--- config.mk ---
export PLATFORM = sky130hd
export DESIGN_NAME = strip_band_ratio_reader_flat
export DESIGN_NICKNAME = d
export VERILOG_FILES = /design/src/sv/sbr_pkg.sv /design/src/sv/sbr_pix_if.sv /design/src/sv/sbr_res_if.sv /design/src/sv/strip_band_ratio_reader.sv /design/src/sv/sbr_front.sv /design/src/sv/sbr_fifo.sv /design/src/sv/sbr_back.sv /design/src/flat_wrapper.sv
export SDC_FILE = /design/constraint.sdc
export NUM_CORES = 1
export LEC_CHECK = 0
export BUFFER_PORTS_ARGS = -buffer_cell sky130_fd_sc_hd__buf_2
export CORE_MARGIN = 8
export CORE_UTILIZATION = 50
export CTS_CLUSTER_SIZE = 24
export DETAILED_ROUTE_END_ITERATION = 16
export PLACE_DENSITY = 0.7
export SYNTH_ARGS = -nofsm -noshare
export SYNTH_HDL_FRONTEND = slang
export SYNTH_SLANG_ARGS = --single-unit
--- constraint.sdc ---
create_clock -name i_clk -period 6.55 [get_ports i_clk]
set_input_delay 0.655 -clock i_clk [delete_from_list [all_inputs] [get_ports i_clk]]
set_output_delay 0.655 -clock i_clk [all_outputs]
set_load 0.01 [all_outputs]
--- src/sv/sbr_pkg.sv ---
// Shared types and constants for the strip band ratio reader.
package sbr_pkg;

    localparam int PIXEL_W    = 8;
    localparam int SUM_W      = 24;
    localparam int ROW_W      = 11;
    localparam int LW_W       = 11;
    localparam int FR_W       = 10;
    localparam int BR_W       = 7;
    localparam int THR_W      = 20;
    localparam int CFG_IDX_W  = 3;
    localparam int CFG_DATA_W = 20;
    localparam int STATUS_W   = 2;
    localparam int RATIO_W    = 32;

    // Ratio in thousandths, rounded half up: (2000*t + c) / (2*c).
    localparam int SCALE2     = 2000;
    localparam int NUM_W      = 35;
    localparam int DEN_W      = SUM_W + 1;
    localparam int REM_W      = DEN_W + 1;
    localparam int DIV_CNT_W  = $clog2(NUM_W);

    localparam logic [CFG_IDX_W-1:0] CFG_LINE_WIDTH    = 3'd0;
    localparam logic [CFG_IDX_W-1:0] CFG_TEST_FIRST    = 3'd1;
    localparam logic [CFG_IDX_W-1:0] CFG_CONTROL_FIRST = 3'd2;
    localparam logic [CFG_IDX_W-1:0] CFG_BAND_ROWS     = 3'd3;
    localparam logic [CFG_IDX_W-1:0] CFG_THRESHOLD     = 3'd4;

    localparam logic [LW_W-1:0]  RST_LINE_WIDTH    = 11'd320;
    localparam logic [FR_W-1:0]  RST_TEST_FIRST    = 10'd100;
    localparam logic [FR_W-1:0]  RST_CONTROL_FIRST = 10'd150;
    localparam logic [BR_W-1:0]  RST_BAND_ROWS     = 7'd10;
    localparam logic [THR_W-1:0] RST_THRESHOLD     = 20'd500;

    localparam logic [STATUS_W-1:0] ST_OK    = 2'd0;
    localparam logic [STATUS_W-1:0] ST_SHORT = 2'd1;
    localparam logic [STATUS_W-1:0] ST_DARK  = 2'd2;

    typedef struct packed {
        logic [LW_W-1:0]  line_width;
        logic [FR_W-1:0]  test_first_row;
        logic [FR_W-1:0]  control_first_row;
        logic [BR_W-1:0]  band_rows;
        logic [THR_W-1:0] threshold_milli;
    } t_cfg;

    typedef struct packed {
        logic [STATUS_W-1:0] status;
        logic [SUM_W-1:0]    test_sum;
        logic [SUM_W-1:0]    control_sum;
    } t_job;

endpackage

--- src/sv/sbr_pix_if.sv ---
// Pixel stream channel: valid/ready with pixel and frame end marker.
interface sbr_pix_if;
    logic                        valid;
    logic                        ready;
    logic [sbr_pkg::PIXEL_W-1:0] pixel;
    logic                        frame_end;

    modport source (output valid, pixel, frame_end, input ready);
    modport sink   (input valid, pixel, frame_end, output ready);
endinterface

--- src/sv/sbr_res_if.sv ---
// Result channel: valid/ready with status, ratio and threshold flag.
interface sbr_res_if;
    logic                         valid;
    logic                         ready;
    logic [sbr_pkg::STATUS_W-1:0] status;
    logic [sbr_pkg::RATIO_W-1:0]  ratio_milli;
    logic                         is_negative;

    modport source (output valid, status, ratio_milli, is_negative, input ready);
    modport sink   (input valid, status, ratio_milli, is_negative, output ready);
endinterface

--- src/sv/strip_band_ratio_reader.sv ---
// Top level of the strip band ratio reader: configuration registers and the three parts.
//
// The block takes one 8-bit grayscale pixel per clock in raster order, with frame_end
// set on the last pixel, and sums two horizontal bands (test and control) as the frame
// streams in. At each frame end it reports one result: frame_short if either band runs
// past the completed rows received, control_dark if the control sum is zero, otherwise
// round(1000 * test_sum / control_sum) rounded half up and saturated to 32 bits, plus a
// flag that the ratio is at or above threshold_milli. Pixels are taken at one per cycle;
// the pixel input stalls only while the two-entry job queue is full, which happens when
// frame ends arrive faster than the back end drains them.
// Each ok result passes through the back end as a load step with the x2000 multiply, the
// one-bit-per-cycle restoring divider and a step into the output register; an error result
// skips the divider. Back-to-back frames that end faster than the back end finishes them
// will therefore fill the queue and stall the pixel input. Configuration is written through a plain write
// port (indexes 0..4, others ignored) and must only change while the block is idle.
module strip_band_ratio_reader #(
    parameter int MAX_LINE_WIDTH = 1024,
    parameter int MAX_BAND_ROWS  = 64
) (
    input  logic                            i_clk,
    input  logic                            i_rst_n,
    sbr_pix_if.sink                         i_pix,
    sbr_res_if.source                       o_res,
    input  logic                            i_cfg_we,
    input  logic [sbr_pkg::CFG_IDX_W-1:0]   i_cfg_idx,
    input  logic [sbr_pkg::CFG_DATA_W-1:0]  i_cfg_data
);

    sbr_pkg::t_cfg r_cfg;
    sbr_pkg::t_job front_job;
    sbr_pkg::t_job head_job;
    logic          push;
    logic          pop;
    logic          full;
    logic          empty;

    // Hold the configuration; take each write at its index, drop unknown indexes.
    always_ff @(posedge i_clk) begin
        if (!i_rst_n) begin
            r_cfg.line_width        <= sbr_pkg::RST_LINE_WIDTH;
            r_cfg.test_first_row    <= sbr_pkg::RST_TEST_FIRST;
            r_cfg.control_first_row <= sbr_pkg::RST_CONTROL_FIRST;
            r_cfg.band_rows         <= sbr_pkg::RST_BAND_ROWS;
            r_cfg.threshold_milli   <= sbr_pkg::RST_THRESHOLD;
        end else if (i_cfg_we) begin
            case (i_cfg_idx)
                sbr_pkg::CFG_LINE_WIDTH: begin
                    r_cfg.line_width <= i_cfg_data[sbr_pkg::LW_W-1:0];
                end
                sbr_pkg::CFG_TEST_FIRST: begin
                    r_cfg.test_first_row <= i_cfg_data[sbr_pkg::FR_W-1:0];
                end
                sbr_pkg::CFG_CONTROL_FIRST: begin
                    r_cfg.control_first_row <= i_cfg_data[sbr_pkg::FR_W-1:0];
                end
                sbr_pkg::CFG_BAND_ROWS: begin
                    r_cfg.band_rows <= i_cfg_data[sbr_pkg::BR_W-1:0];
                end
                sbr_pkg::CFG_THRESHOLD: begin
                    r_cfg.threshold_milli <= i_cfg_data[sbr_pkg::THR_W-1:0];
                end
                default: begin
                end
            endcase
        end
    end

    // Front end: count rows and columns, accumulate band sums, classify at frame end.
    sbr_front #(
        .MAX_LINE_WIDTH (MAX_LINE_WIDTH),
        .MAX_BAND_ROWS  (MAX_BAND_ROWS)
    ) u_front (
        .i_clk   (i_clk),
        .i_rst_n (i_rst_n),
        .i_pix   (i_pix),
        .i_cfg   (r_cfg),
        .i_full  (full),
        .o_push  (push),
        .o_job   (front_job)
    );

    // Queue of finished frames so pixels keep flowing while the divider works.
    sbr_fifo u_fifo (
        .i_clk   (i_clk),
        .i_rst_n (i_rst_n),
        .i_push  (push),
        .i_job   (front_job),
        .i_pop   (pop),
        .o_job   (head_job),
        .o_full  (full),
        .o_empty (empty)
    );

    // Back end: divide, saturate, compare against threshold, present the transaction.
    sbr_back u_back (
        .i_clk       (i_clk),
        .i_rst_n     (i_rst_n),
        .i_empty     (empty),
        .i_job       (head_job),
        .o_pop       (pop),
        .i_threshold (r_cfg.threshold_milli),
        .o_res       (o_res)
    );

endmodule

--- src/sv/sbr_front.sv ---
// Pixel front end: raster counters, band sums and frame-end classification.
module sbr_front #(
    parameter int MAX_LINE_WIDTH = 1024,
    parameter int MAX_BAND_ROWS  = 64
) (
    input  logic            i_clk,
    input  logic            i_rst_n,
    sbr_pix_if.sink         i_pix,
    input  sbr_pkg::t_cfg   i_cfg,
    input  logic            i_full,
    output logic            o_push,
    output sbr_pkg::t_job   o_job
);

    localparam int CW = $clog2(MAX_LINE_WIDTH);
    localparam int XW = CW + 1;
    localparam int RW = $clog2(MAX_BAND_ROWS + 1);

    logic [CW-1:0]               r_col;
    logic [sbr_pkg::ROW_W-1:0]   r_row;
    logic [sbr_pkg::SUM_W-1:0]   r_ts;
    logic [sbr_pkg::SUM_W-1:0]   r_cs;

    logic                        acc;
    logic [XW-1:0]               eff_w;
    logic [RW-1:0]               eff_r;
    logic [sbr_pkg::ROW_W-1:0]   t_end;
    logic [sbr_pkg::ROW_W-1:0]   c_end;
    logic                        in_t;
    logic                        in_c;
    logic [sbr_pkg::SUM_W:0]     ts_add;
    logic [sbr_pkg::SUM_W:0]     cs_add;
    logic [sbr_pkg::SUM_W-1:0]   n_ts;
    logic [sbr_pkg::SUM_W-1:0]   n_cs;
    logic                        wrap;
    logic [CW-1:0]               n_col;
    logic [sbr_pkg::ROW_W-1:0]   n_row;
    logic                        short_frame;

    assign i_pix.ready = !i_full;
    assign acc         = i_pix.valid && i_pix.ready;

    always_comb begin
        // Clamp width and band height into their legal ranges.
        if (i_cfg.line_width == '0) begin
            eff_w = XW'(1);
        end else if (32'(i_cfg.line_width) > 32'(MAX_LINE_WIDTH)) begin
            eff_w = XW'(MAX_LINE_WIDTH);
        end else begin
            eff_w = XW'(i_cfg.line_width);
        end
        if (i_cfg.band_rows == '0) begin
            eff_r = RW'(1);
        end else if (32'(i_cfg.band_rows) > 32'(MAX_BAND_ROWS)) begin
            eff_r = RW'(MAX_BAND_ROWS);
        end else begin
            eff_r = RW'(i_cfg.band_rows);
        end

        t_end = sbr_pkg::ROW_W'(i_cfg.test_first_row) + sbr_pkg::ROW_W'(eff_r);
        c_end = sbr_pkg::ROW_W'(i_cfg.control_first_row) + sbr_pkg::ROW_W'(eff_r);
        in_t  = (r_row >= sbr_pkg::ROW_W'(i_cfg.test_first_row)) && (r_row < t_end);
        in_c  = (r_row >= sbr_pkg::ROW_W'(i_cfg.control_first_row)) && (r_row < c_end);

        ts_add = {1'b0, r_ts} + (sbr_pkg::SUM_W + 1)'(i_pix.pixel);
        cs_add = {1'b0, r_cs} + (sbr_pkg::SUM_W + 1)'(i_pix.pixel);
        n_ts   = r_ts;
        n_cs   = r_cs;
        if (in_t) begin
            n_ts = ts_add[sbr_pkg::SUM_W] ? '1 : ts_add[sbr_pkg::SUM_W-1:0];
        end
        if (in_c) begin
            n_cs = cs_add[sbr_pkg::SUM_W] ? '1 : cs_add[sbr_pkg::SUM_W-1:0];
        end

        // End the row once the column reaches the width, even after a width change.
        wrap  = ({1'b0, r_col} + XW'(1)) >= eff_w;
        n_col = wrap ? '0 : r_col + CW'(1);
        n_row = (wrap && (r_row != '1)) ? r_row + sbr_pkg::ROW_W'(1) : r_row;

        short_frame = (t_end > n_row) || (c_end > n_row);
    end

    always_comb begin
        o_push            = acc && i_pix.frame_end;
        o_job.test_sum    = n_ts;
        o_job.control_sum = n_cs;
        if (short_frame) begin
            o_job.status = sbr_pkg::ST_SHORT;
        end else if (n_cs == '0) begin
            o_job.status = sbr_pkg::ST_DARK;
        end else begin
            o_job.status = sbr_pkg::ST_OK;
        end
    end

    always_ff @(posedge i_clk) begin
        if (!i_rst_n) begin
            r_col <= '0;
            r_row <= '0;
            r_ts  <= '0;
            r_cs  <= '0;
        end else if (acc) begin
            if (i_pix.frame_end) begin
                r_col <= '0;
                r_row <= '0;
                r_ts  <= '0;
                r_cs  <= '0;
            end else begin
                r_col <= n_col;
                r_row <= n_row;
                r_ts  <= n_ts;
                r_cs  <= n_cs;
            end
        end
    end

    a_frame_clears: assert property (@(posedge i_clk) disable iff (!i_rst_n)
        (acc && i_pix.frame_end) |=> (r_row == '0 && r_col == '0 && r_ts == '0 && r_cs == '0))
        else $error("frame counters not cleared after frame end");

    a_push_only_on_accept: assert property (@(posedge i_clk) disable iff (!i_rst_n)
        o_push |-> !i_full)
        else $error("job pushed into a full queue");

endmodule

--- src/sv/sbr_fifo.sv ---
// Two-entry queue of frame jobs between the front end and the divider.
module sbr_fifo (
    input  logic            i_clk,
    input  logic            i_rst_n,
    input  logic            i_push,
    input  sbr_pkg::t_job   i_job,
    input  logic            i_pop,
    output sbr_pkg::t_job   o_job,
    output logic            o_full,
    output logic            o_empty
);

    sbr_pkg::t_job r_mem [2];
    logic          r_wp;
    logic          r_rp;
    logic [1:0]    r_cnt;

    assign o_full  = (r_cnt == 2'd2);
    assign o_empty = (r_cnt == 2'd0);
    assign o_job   = r_mem[r_rp];

    always_ff @(posedge i_clk) begin
        if (i_push) begin
            r_mem[r_wp] <= i_job;
        end
    end

    always_ff @(posedge i_clk) begin
        if (!i_rst_n) begin
            r_wp  <= 1'b0;
            r_rp  <= 1'b0;
            r_cnt <= 2'd0;
        end else begin
            if (i_push) begin
                r_wp <= !r_wp;
            end
            if (i_pop) begin
                r_rp <= !r_rp;
            end
            r_cnt <= r_cnt + 2'(i_push) - 2'(i_pop);
        end
    end

    a_no_underflow: assert property (@(posedge i_clk) disable iff (!i_rst_n)
        i_pop |-> !o_empty)
        else $error("pop from empty queue");

    a_count_bound: assert property (@(posedge i_clk) disable iff (!i_rst_n)
        r_cnt != 2'd3)
        else $error("queue count out of range");

endmodule

--- src/sv/sbr_back.sv ---
// Back end: restoring divider for the rounded ratio, then the result register.
module sbr_back (
    input  logic                         i_clk,
    input  logic                         i_rst_n,
    input  logic                         i_empty,
    input  sbr_pkg::t_job                i_job,
    output logic                         o_pop,
    input  logic [sbr_pkg::THR_W-1:0]    i_threshold,
    sbr_res_if.source                    o_res
);

    typedef enum logic [1:0] {
        S_IDLE,
        S_DIV,
        S_HOLD
    } t_state;

    t_state                           r_state;
    logic [sbr_pkg::STATUS_W-1:0]     r_status;
    logic [sbr_pkg::NUM_W-1:0]        r_num;
    logic [sbr_pkg::DEN_W-1:0]        r_den;
    logic [sbr_pkg::REM_W-1:0]        r_rem;
    logic [sbr_pkg::DIV_CNT_W-1:0]    r_cnt;
    logic                             r_ovalid;
    logic [sbr_pkg::STATUS_W-1:0]     r_ostatus;
    logic [sbr_pkg::RATIO_W-1:0]      r_oratio;
    logic                             r_oneg;

    logic [sbr_pkg::NUM_W-1:0]        num_load;
    logic [sbr_pkg::REM_W-1:0]        rem_sh;
    logic                             ge;
    logic [sbr_pkg::REM_W-1:0]        rem_nx;
    logic [sbr_pkg::RATIO_W-1:0]      ratio_sat;
    logic                             slot_free;
    logic                             out_load;

    assign o_pop     = (r_state == S_IDLE) && !i_empty;
    assign slot_free = !r_ovalid || o_res.ready;
    assign out_load  = (r_state == S_HOLD) && slot_free;

    always_comb begin
        num_load  = sbr_pkg::NUM_W'(i_job.test_sum) * sbr_pkg::NUM_W'(sbr_pkg::SCALE2)
                  + sbr_pkg::NUM_W'(i_job.control_sum);
        rem_sh    = {r_rem[sbr_pkg::REM_W-2:0], r_num[sbr_pkg::NUM_W-1]};
        ge        = rem_sh >= sbr_pkg::REM_W'(r_den);
        rem_nx    = ge ? rem_sh - sbr_pkg::REM_W'(r_den) : rem_sh;
        ratio_sat = (|r_num[sbr_pkg::NUM_W-1:sbr_pkg::RATIO_W]) ? '1
                  : r_num[sbr_pkg::RATIO_W-1:0];
    end

    always_ff @(posedge i_clk) begin
        if (!i_rst_n) begin
            r_state  <= S_IDLE;
            r_ovalid <= 1'b0;
            r_cnt    <= '0;
        end else begin
            if (out_load) begin
                r_ovalid <= 1'b1;
            end else if (o_res.ready) begin
                r_ovalid <= 1'b0;
            end
            case (r_state)
                S_IDLE: begin
                    if (!i_empty) begin
                        r_status <= i_job.status;
                        r_num    <= num_load;
                        r_den    <= {i_job.control_sum, 1'b0};
                        r_rem    <= '0;
                        r_cnt    <= '0;
                        r_state  <= (i_job.status == sbr_pkg::ST_OK) ? S_DIV : S_HOLD;
                    end
                end
                S_DIV: begin
                    // One quotient bit per cycle, shifted in behind the numerator.
                    r_rem <= rem_nx;
                    r_num <= {r_num[sbr_pkg::NUM_W-2:0], ge};
                    r_cnt <= r_cnt + sbr_pkg::DIV_CNT_W'(1);
                    if (r_cnt == sbr_pkg::DIV_CNT_W'(sbr_pkg::NUM_W - 1)) begin
                        r_state <= S_HOLD;
                    end
                end
                S_HOLD: begin
                    if (slot_free) begin
                        r_ostatus <= r_status;
                        if (r_status == sbr_pkg::ST_OK) begin
                            r_oratio <= ratio_sat;
                            r_oneg   <= ratio_sat >= sbr_pkg::RATIO_W'(i_threshold);
                        end else begin
                            r_oratio <= '0;
                            r_oneg   <= 1'b0;
                        end
                        r_state <= S_IDLE;
                    end
                end
                default: begin
                    r_state <= S_IDLE;
                end
            endcase
        end
    end

    assign o_res.valid       = r_ovalid;
    assign o_res.status      = r_ostatus;
    assign o_res.ratio_milli = r_oratio;
    assign o_res.is_negative = r_oneg;

    a_div_count: assert property (@(posedge i_clk) disable iff (!i_rst_n)
        (r_state == S_DIV) |-> (r_cnt < sbr_pkg::DIV_CNT_W'(sbr_pkg::NUM_W)))
        else $error("divider step count overran");

    a_error_zero: assert property (@(posedge i_clk) disable iff (!i_rst_n)
        (r_ovalid && r_ostatus != sbr_pkg::ST_OK) |-> (r_oratio == '0 && !r_oneg))
        else $error("error result carries a ratio or flag");

    a_div_nonzero_den: assert property (@(posedge i_clk) disable iff (!i_rst_n)
        (r_state == S_DIV) |-> (r_den != '0))
        else $error("divide started with zero control sum");

endmodule
--- src/flat_wrapper.sv ---
// flat-port wrapper written by rule: the top's interface ports become plain ports
module strip_band_ratio_reader_flat 
#(
    parameter int MAX_LINE_WIDTH = 1024,
    parameter int MAX_BAND_ROWS  = 64
)
  (i_clk, i_rst_n, i_cfg_we, i_cfg_idx, i_cfg_data, i_pix_valid, i_pix_pixel, i_pix_frame_end, i_pix_ready, o_res_valid, o_res_status, o_res_ratio_milli, o_res_is_negative, o_res_ready);
  sbr_pix_if i_pix_i ();
  sbr_res_if o_res_i ();
  input  logic i_clk;
  input  logic i_rst_n;
  input  logic i_cfg_we;
  input  logic [sbr_pkg::CFG_IDX_W-1:0] i_cfg_idx;
  input  logic [sbr_pkg::CFG_DATA_W-1:0] i_cfg_data;
  input wire logic [$bits(i_pix_i.valid)-1:0] i_pix_valid;
  input wire logic [$bits(i_pix_i.pixel)-1:0] i_pix_pixel;
  input wire logic [$bits(i_pix_i.frame_end)-1:0] i_pix_frame_end;
  output wire logic [$bits(i_pix_i.ready)-1:0] i_pix_ready;
  output wire logic [$bits(o_res_i.valid)-1:0] o_res_valid;
  output wire logic [$bits(o_res_i.status)-1:0] o_res_status;
  output wire logic [$bits(o_res_i.ratio_milli)-1:0] o_res_ratio_milli;
  output wire logic [$bits(o_res_i.is_negative)-1:0] o_res_is_negative;
  input wire logic [$bits(o_res_i.ready)-1:0] o_res_ready;
  assign i_pix_i.valid = i_pix_valid;
  assign i_pix_i.pixel = i_pix_pixel;
  assign i_pix_i.frame_end = i_pix_frame_end;
  assign i_pix_ready = i_pix_i.ready;
  assign o_res_valid = o_res_i.valid;
  assign o_res_status = o_res_i.status;
  assign o_res_ratio_milli = o_res_i.ratio_milli;
  assign o_res_is_negative = o_res_i.is_negative;
  assign o_res_i.ready = o_res_ready;
  strip_band_ratio_reader #(.MAX_LINE_WIDTH(MAX_LINE_WIDTH), .MAX_BAND_ROWS(MAX_BAND_ROWS)) u_core (.i_clk(i_clk), .i_rst_n(i_rst_n), .i_pix(i_pix_i), .o_res(o_res_i), .i_cfg_we(i_cfg_we), .i_cfg_idx(i_cfg_idx), .i_cfg_data(i_cfg_data));
endmodule
# Yosys cells after proc, flatten, opt, wreduce, memory -nomap -nowiden
# Memories as Yosys holds them, arrays and structs flattened. A register that Yosys moved wholly into a read port is not among the register bits.
# Index checks and enable logic that the tools add are counted.
# totals
reg_bits	261
ram_bits	100
n_memories	1
# mem_list
name	depth	width	read_ports	rd_ports_with_merged_regs	wr	line	source
u_core.u_fifo.r_mem	2	50	1	1	1	sbr_fifo.sv:13	sbr_pkg::t_job r_mem [2];
# classes
add_sub_neg	12
order_cmp	11
n_mux	35
n_eq_ne	12
multipliers	1
n_reduce_logical	35
n_bitwise	1
# ops
op	n
2-to-1 mux 24 bit	6
one-hot mux 35 bit (2 select lines)	1
adder 24 x 8 -> 25 bit	2
2-to-1 mux 25 bit	2
one-hot mux 25 bit (2 select lines)	1
2-to-1 mux 11 bit	4
adder 35 x 24 -> 35 bit	1
2-to-1 mux 35 bit	1
>= comparator 32 x 20 -> 1 bit	1
2-to-1 mux 32 bit	1
multiplier 24 x 7 -> 31 bit, second input constant	1
>= comparator 26 x 25 -> 1 bit	1
subtractor 25 bit	1
zero test 24 bit	1
adder 10 x 7 -> 11 bit	2
>= comparator 11 x 10 -> 1 bit	2
> comparator 11 bit	2
< comparator 11 bit	2
2-to-1 mux 10 bit	2
2-to-1 mux 7 bit	2
2-to-1 mux 2 bit	6
one-hot mux 6 bit (2 select lines)	1
AND reduction 2 bit	6
AND reduction 3 bit	4
other kinds (30)	54

# Depth between registers and ports, before layout
# logic_depth
ltp_word	10
mapped_depth	31

# Modules after synthesis
# From an unflattened synthesis, not the netlist that was laid out.
# unflattened
cells_unflattened	2626
hier_area_um2	26075.0
# by_module_without_submodules
module	seq_area_each_um2	area_each_um2	n_inst	cells_each
sbr_back	3813.7	12216.7	1	1251
sbr_front	1381.3	7499.7	1	975
sbr_fifo	3103.0	4090.2	1	177
strip_band_ratio_reader	1161.1	2268.4	1	223

# Least setup slack after synthesis
# OpenSTA, ideal clock, no wires.
# synth_path
kind	register -> register
start	register (tool-made name)
end	register u_core.u_back.r_num[31] (netlist bit), data pin
slack_ps	-604
path_stages_with_launch	31
path_buffers	4
t_arrival_ps	6885
t_required_ps	6282
setup_ps	268
path_cell_list	dfxtp_1 clkbuf_1 clkbuf_1 clkbuf_1 mux2i_1 inv_1 ha_1 inv_1 fa_1 fa_1 fa_1 inv_1 ha_1 a21oi_1 o221a_2 o31ai_1 o311ai_1 nand2_1 xor2_1 ha_1 clkbuf_1 a21oi_1 nor2b_1 o21ai_0 nand2b_1 a31o_2 o311ai_1 a21o_1 nor4_2 xnor2_1 a21oi_1
# synth_rtl
item	line	source
end signal: assignment	sbr_back.sv:66	r_num <= num_load;
end signal: assignment	sbr_back.sv:76	r_num <= {r_num[sbr_pkg::NUM_W-2:0], ge};
end: declaration	sbr_back.sv:20	logic [sbr_pkg::NUM_W-1:0] r_num;

==> results by group <==
Run status
  – Outcome: complete, no violations

Finish
  – Layout Area Growth over Synthesis: 12.9%
  – Final Instance Count excl. Fillers: 3480
  – Ant. Diodes: 0
  – Filler Cell Count: 4402
  – Layout cell share with drive strength beyond 1: 0.132
  – Fin util: 0.566
  – Nets: 3143

Clock tree
  – Worst-Skew Late Latency: 0.57 ns
  – Clock sink count: 362
  – CTS tree: yes
  – CTS root buf: clkbuf_16
  – Hold_buf cts: 0
  – Clock Path Buffers: 3
  – H-tree depth: 2
  – Worst-path clk slew: 0.06 ns
  – Cts bufs inserted: 39

Route
  – DRT iter0 DRCs: 1363
  – Final wirelength: 63.7 mm
  – # DRC: 0
  – Drt wl/cell: 18.3 um
  – Routed via count: 19900
  – Pre-antenna DRT Iters: 5
  – Post-DR vias/cell: 5.72
  – Routed Antenna Nets: 0

Floorplan
  – CORE AREA: 50900 um2
  – Die H: 242 um
  – # IOs: 74
  – Die X: 242 um
  – Initial Util: 0.502
  – DIE AREA: 58500 um2
  – Site row count: 83

STA
  – Fmax: 156 MHz
  – Setup Skew: 0.0232 ns
  – Endpoints failing setup: 0
  – Headroom to the max-slew limit: 0.180
  – Endpoints failing hold: 0
  – Final Max Slew Viols: 0
  – Final min period: 6.42 ns
  – Crit share post-route: 0.980
  – Final WS setup: 0.128 ns
  – Least-Margin Pin Slew: 1.23 ns
  – RSZ-0062 raised after global routing: yes
  – Setup TNS: 0 ns

Yosys
  – Ys Warns: 0
  – Ys async rst share: 0
  – Syn Nets: 3040
  – Netlist Area Pre-Place: 25500 um2
  – Seq/Total Area, Yosys: 0.371
  – Synth top area share: 0.260
  – Count leader, synth: inv_1
  – Number of synthesized register bits: 362
  – Commonest cells in the netlist: inv_1, nand2_1, ha_1
  – Post-synth EDFFs: 221
  – Yosys cell types: 93
  – Synth Flop Type: edfxtp_1
  – Syn Area/Cell: 9.57 um2
  – Biggest area consumer among synthesized cells: edfxtp_1
  – Synth top area cells: edfxtp_1, ha_1, dfxtp_1
  – Syn Inst Count: 2667

Worst setup path
  – WP data required: 6.82 ns
  – CP Class: flip-flop to flip-flop
  – Nature of the critical path endpoint: flip-flop
  – Max Fanout on Critical Path: 7
  – Element type at the critical path start: flip-flop
  – Arr. time, crit path: 6.69 ns

Global routing
  – Pin count of the biggest net entering global routing: 61
  – GR Overflow Total: 0
  – Vias in the first global route: 19700
  – Overall routing resource usage: 0.210
  – Antenna violations before repair: 1
  – First-pass GRT wire length: 102 mm

Job
  – Max cap viols: 0

Place
  – Post-DP HPWL: 47.8 mm
  – Pre-CTS WS: -0.142 ns
  – Placed instance count: 3381
  – Final GP Congestion: 0.885
  – IO buf count: 73

Min path
  – Worst Hold Class: input pin to flip-flop
-- kinds of logic (layout without fill, tap and decap cells) --
| family | after synthesis | in the layout | share of synthesized area |
|---|---|---|---|
| fa+ha+maj | 336 | 336 | 0.191 |
| xor+xnor | 118 | 118 | 0.0405 |
| flops | 362 | 362 | 0.371 |
| buf+inv | 352 | 485 | 0.0533 |
| mux | 88 | 88 | 0.0366 |
| compound gates | 599 | 599 | 0.154 |
| simple gates | 812 | 812 | 0.153 |
-- repair_timing --
item,4_1_cts,5_1_grt
resized for setup,9,67
buffers inserted,3,24
pin swaps,2,23
setup endpoints to repair,9,15
gates cloned,0,1
-- critical path, stage by stage, from the launching register on --
cell	delay [ns]
dfxtp_4	0.38
buf_12	0.15
mux2i_4	0.29
buf_4	0.15
fa_1	0.42
fa_1	0.55
fa_1	0.45
fa_1	0.52
inv_1	0.06
ha_4	0.27
nand3_2	0.11
o221a_2	0.24
o31ai_4	0.09
buf_4	0.16
o311ai_4	0.23
nand2_1	0.10
xor2_1	0.17
ha_1	0.35
a21oi_2	0.16
nor2b_1	0.06
o21ai_1	0.12
nand2b_1	0.16
a31o_2	0.28
o311ai_4	0.09
a21o_1	0.20
nor4_2	0.05
xnor2_1	0.21
a21oi_1	0.09
-- cell type report --
cell class	instances	area (um2)	share of cell area
multi-input cells	1953	15200	0.527
well taps	680	851	0.0295
clock inverters	20	213	0.00738
flip-flops and latches	362	9460	0.328
clock buffers	51	1090	0.0379
inverters	257	965	0.0335
repair buffers	157	1060	0.0367
-- per-layer routing --
metal / vias to the layer above / part of all wire / global-route usage / wire length [um]
met2: 511 / 0.48 / 0.355 / 30500
met5: - / 0 / 0 / 0
met3: 112 / 0.051 / 0.0297 / 3270
li1: 9686 / - / - / -
met1: 9581 / 0.45 / 0.280 / 28500
met4: 0 / 0.023 / 0.0548 / 1440
-- registers in the layout (all words and copies together) (netlist names), 2 cells and up, named ones only --
signal / cells
u_core.u_front.r_cs: 24
u_core.u_back.r_status: 2
u_core.u_front.r_ts: 24
u_core.u_front.r_col: 10
u_core.u_back.r_state: 2
u_core.u_back.r_den: 24
u_core.u_back.r_num: 35
u_core.u_back.r_cnt: 6
u_core.u_fifo.r_cnt: 2
u_core.r_cfg: 58
u_core.u_fifo.r_mem: 100
u_core.u_back.o_res.ratio_milli: 32
u_core.u_back.o_res.status: 2
u_core.u_back.r_rem: 25
u_core.u_front.r_row: 11
-- metrics by stage --
stage | instance area (um2) | hold slack, ns
after global placement | 26900 | 0.429
after floorplan | 25600 | 0.417
after CTS | 28300 | 0.302
after detailed placement | 26900 | 0.438
after global routing | 28800 | 0.325
final | 28800 | 0.329
-- placed cells by master, fill, tap and decap left out, types with 25 or more instances in the layout --
cell type / count
buf_4: 78
and3_1: 29
a31oi_1: 28
o21a_1: 30
clkbuf_16: 41
buf_2: 73
nor2_1: 215
mux2i_1: 33
xor2_1: 48
fa_1: 90
a21oi_1: 173
nor3_1: 38
o21ai_0: 84
ha_1: 232
dfxtp_1: 140
nand4_1: 25
inv_1: 252
mux2_2: 39
a22oi_1: 28
a21o_1: 49
nor2b_1: 42
nand2b_1: 27
xnor2_1: 69
nand2_1: 251
edfxtp_1: 221
nand3_1: 51
-- final timing paths --
check | end | from | cells after the start | slack, ns
max | u_core.u_back.r_num[31] | flip-flop | 27 | 0.13
min reg2reg | u_core.r_cfg[1] | u_core.r_cfg[1] | 2 | 0.46
max reg2reg | u_core.u_back.r_num[31] | flip-flop | 27 | 0.13
min | u_core.r_cfg[17] | i_cfg_data[17] | 3 | 0.33
Power is left out: the tool's default activity adds up to more than one toggle a clock period on the data nets, which glitch-free logic cannot reach.
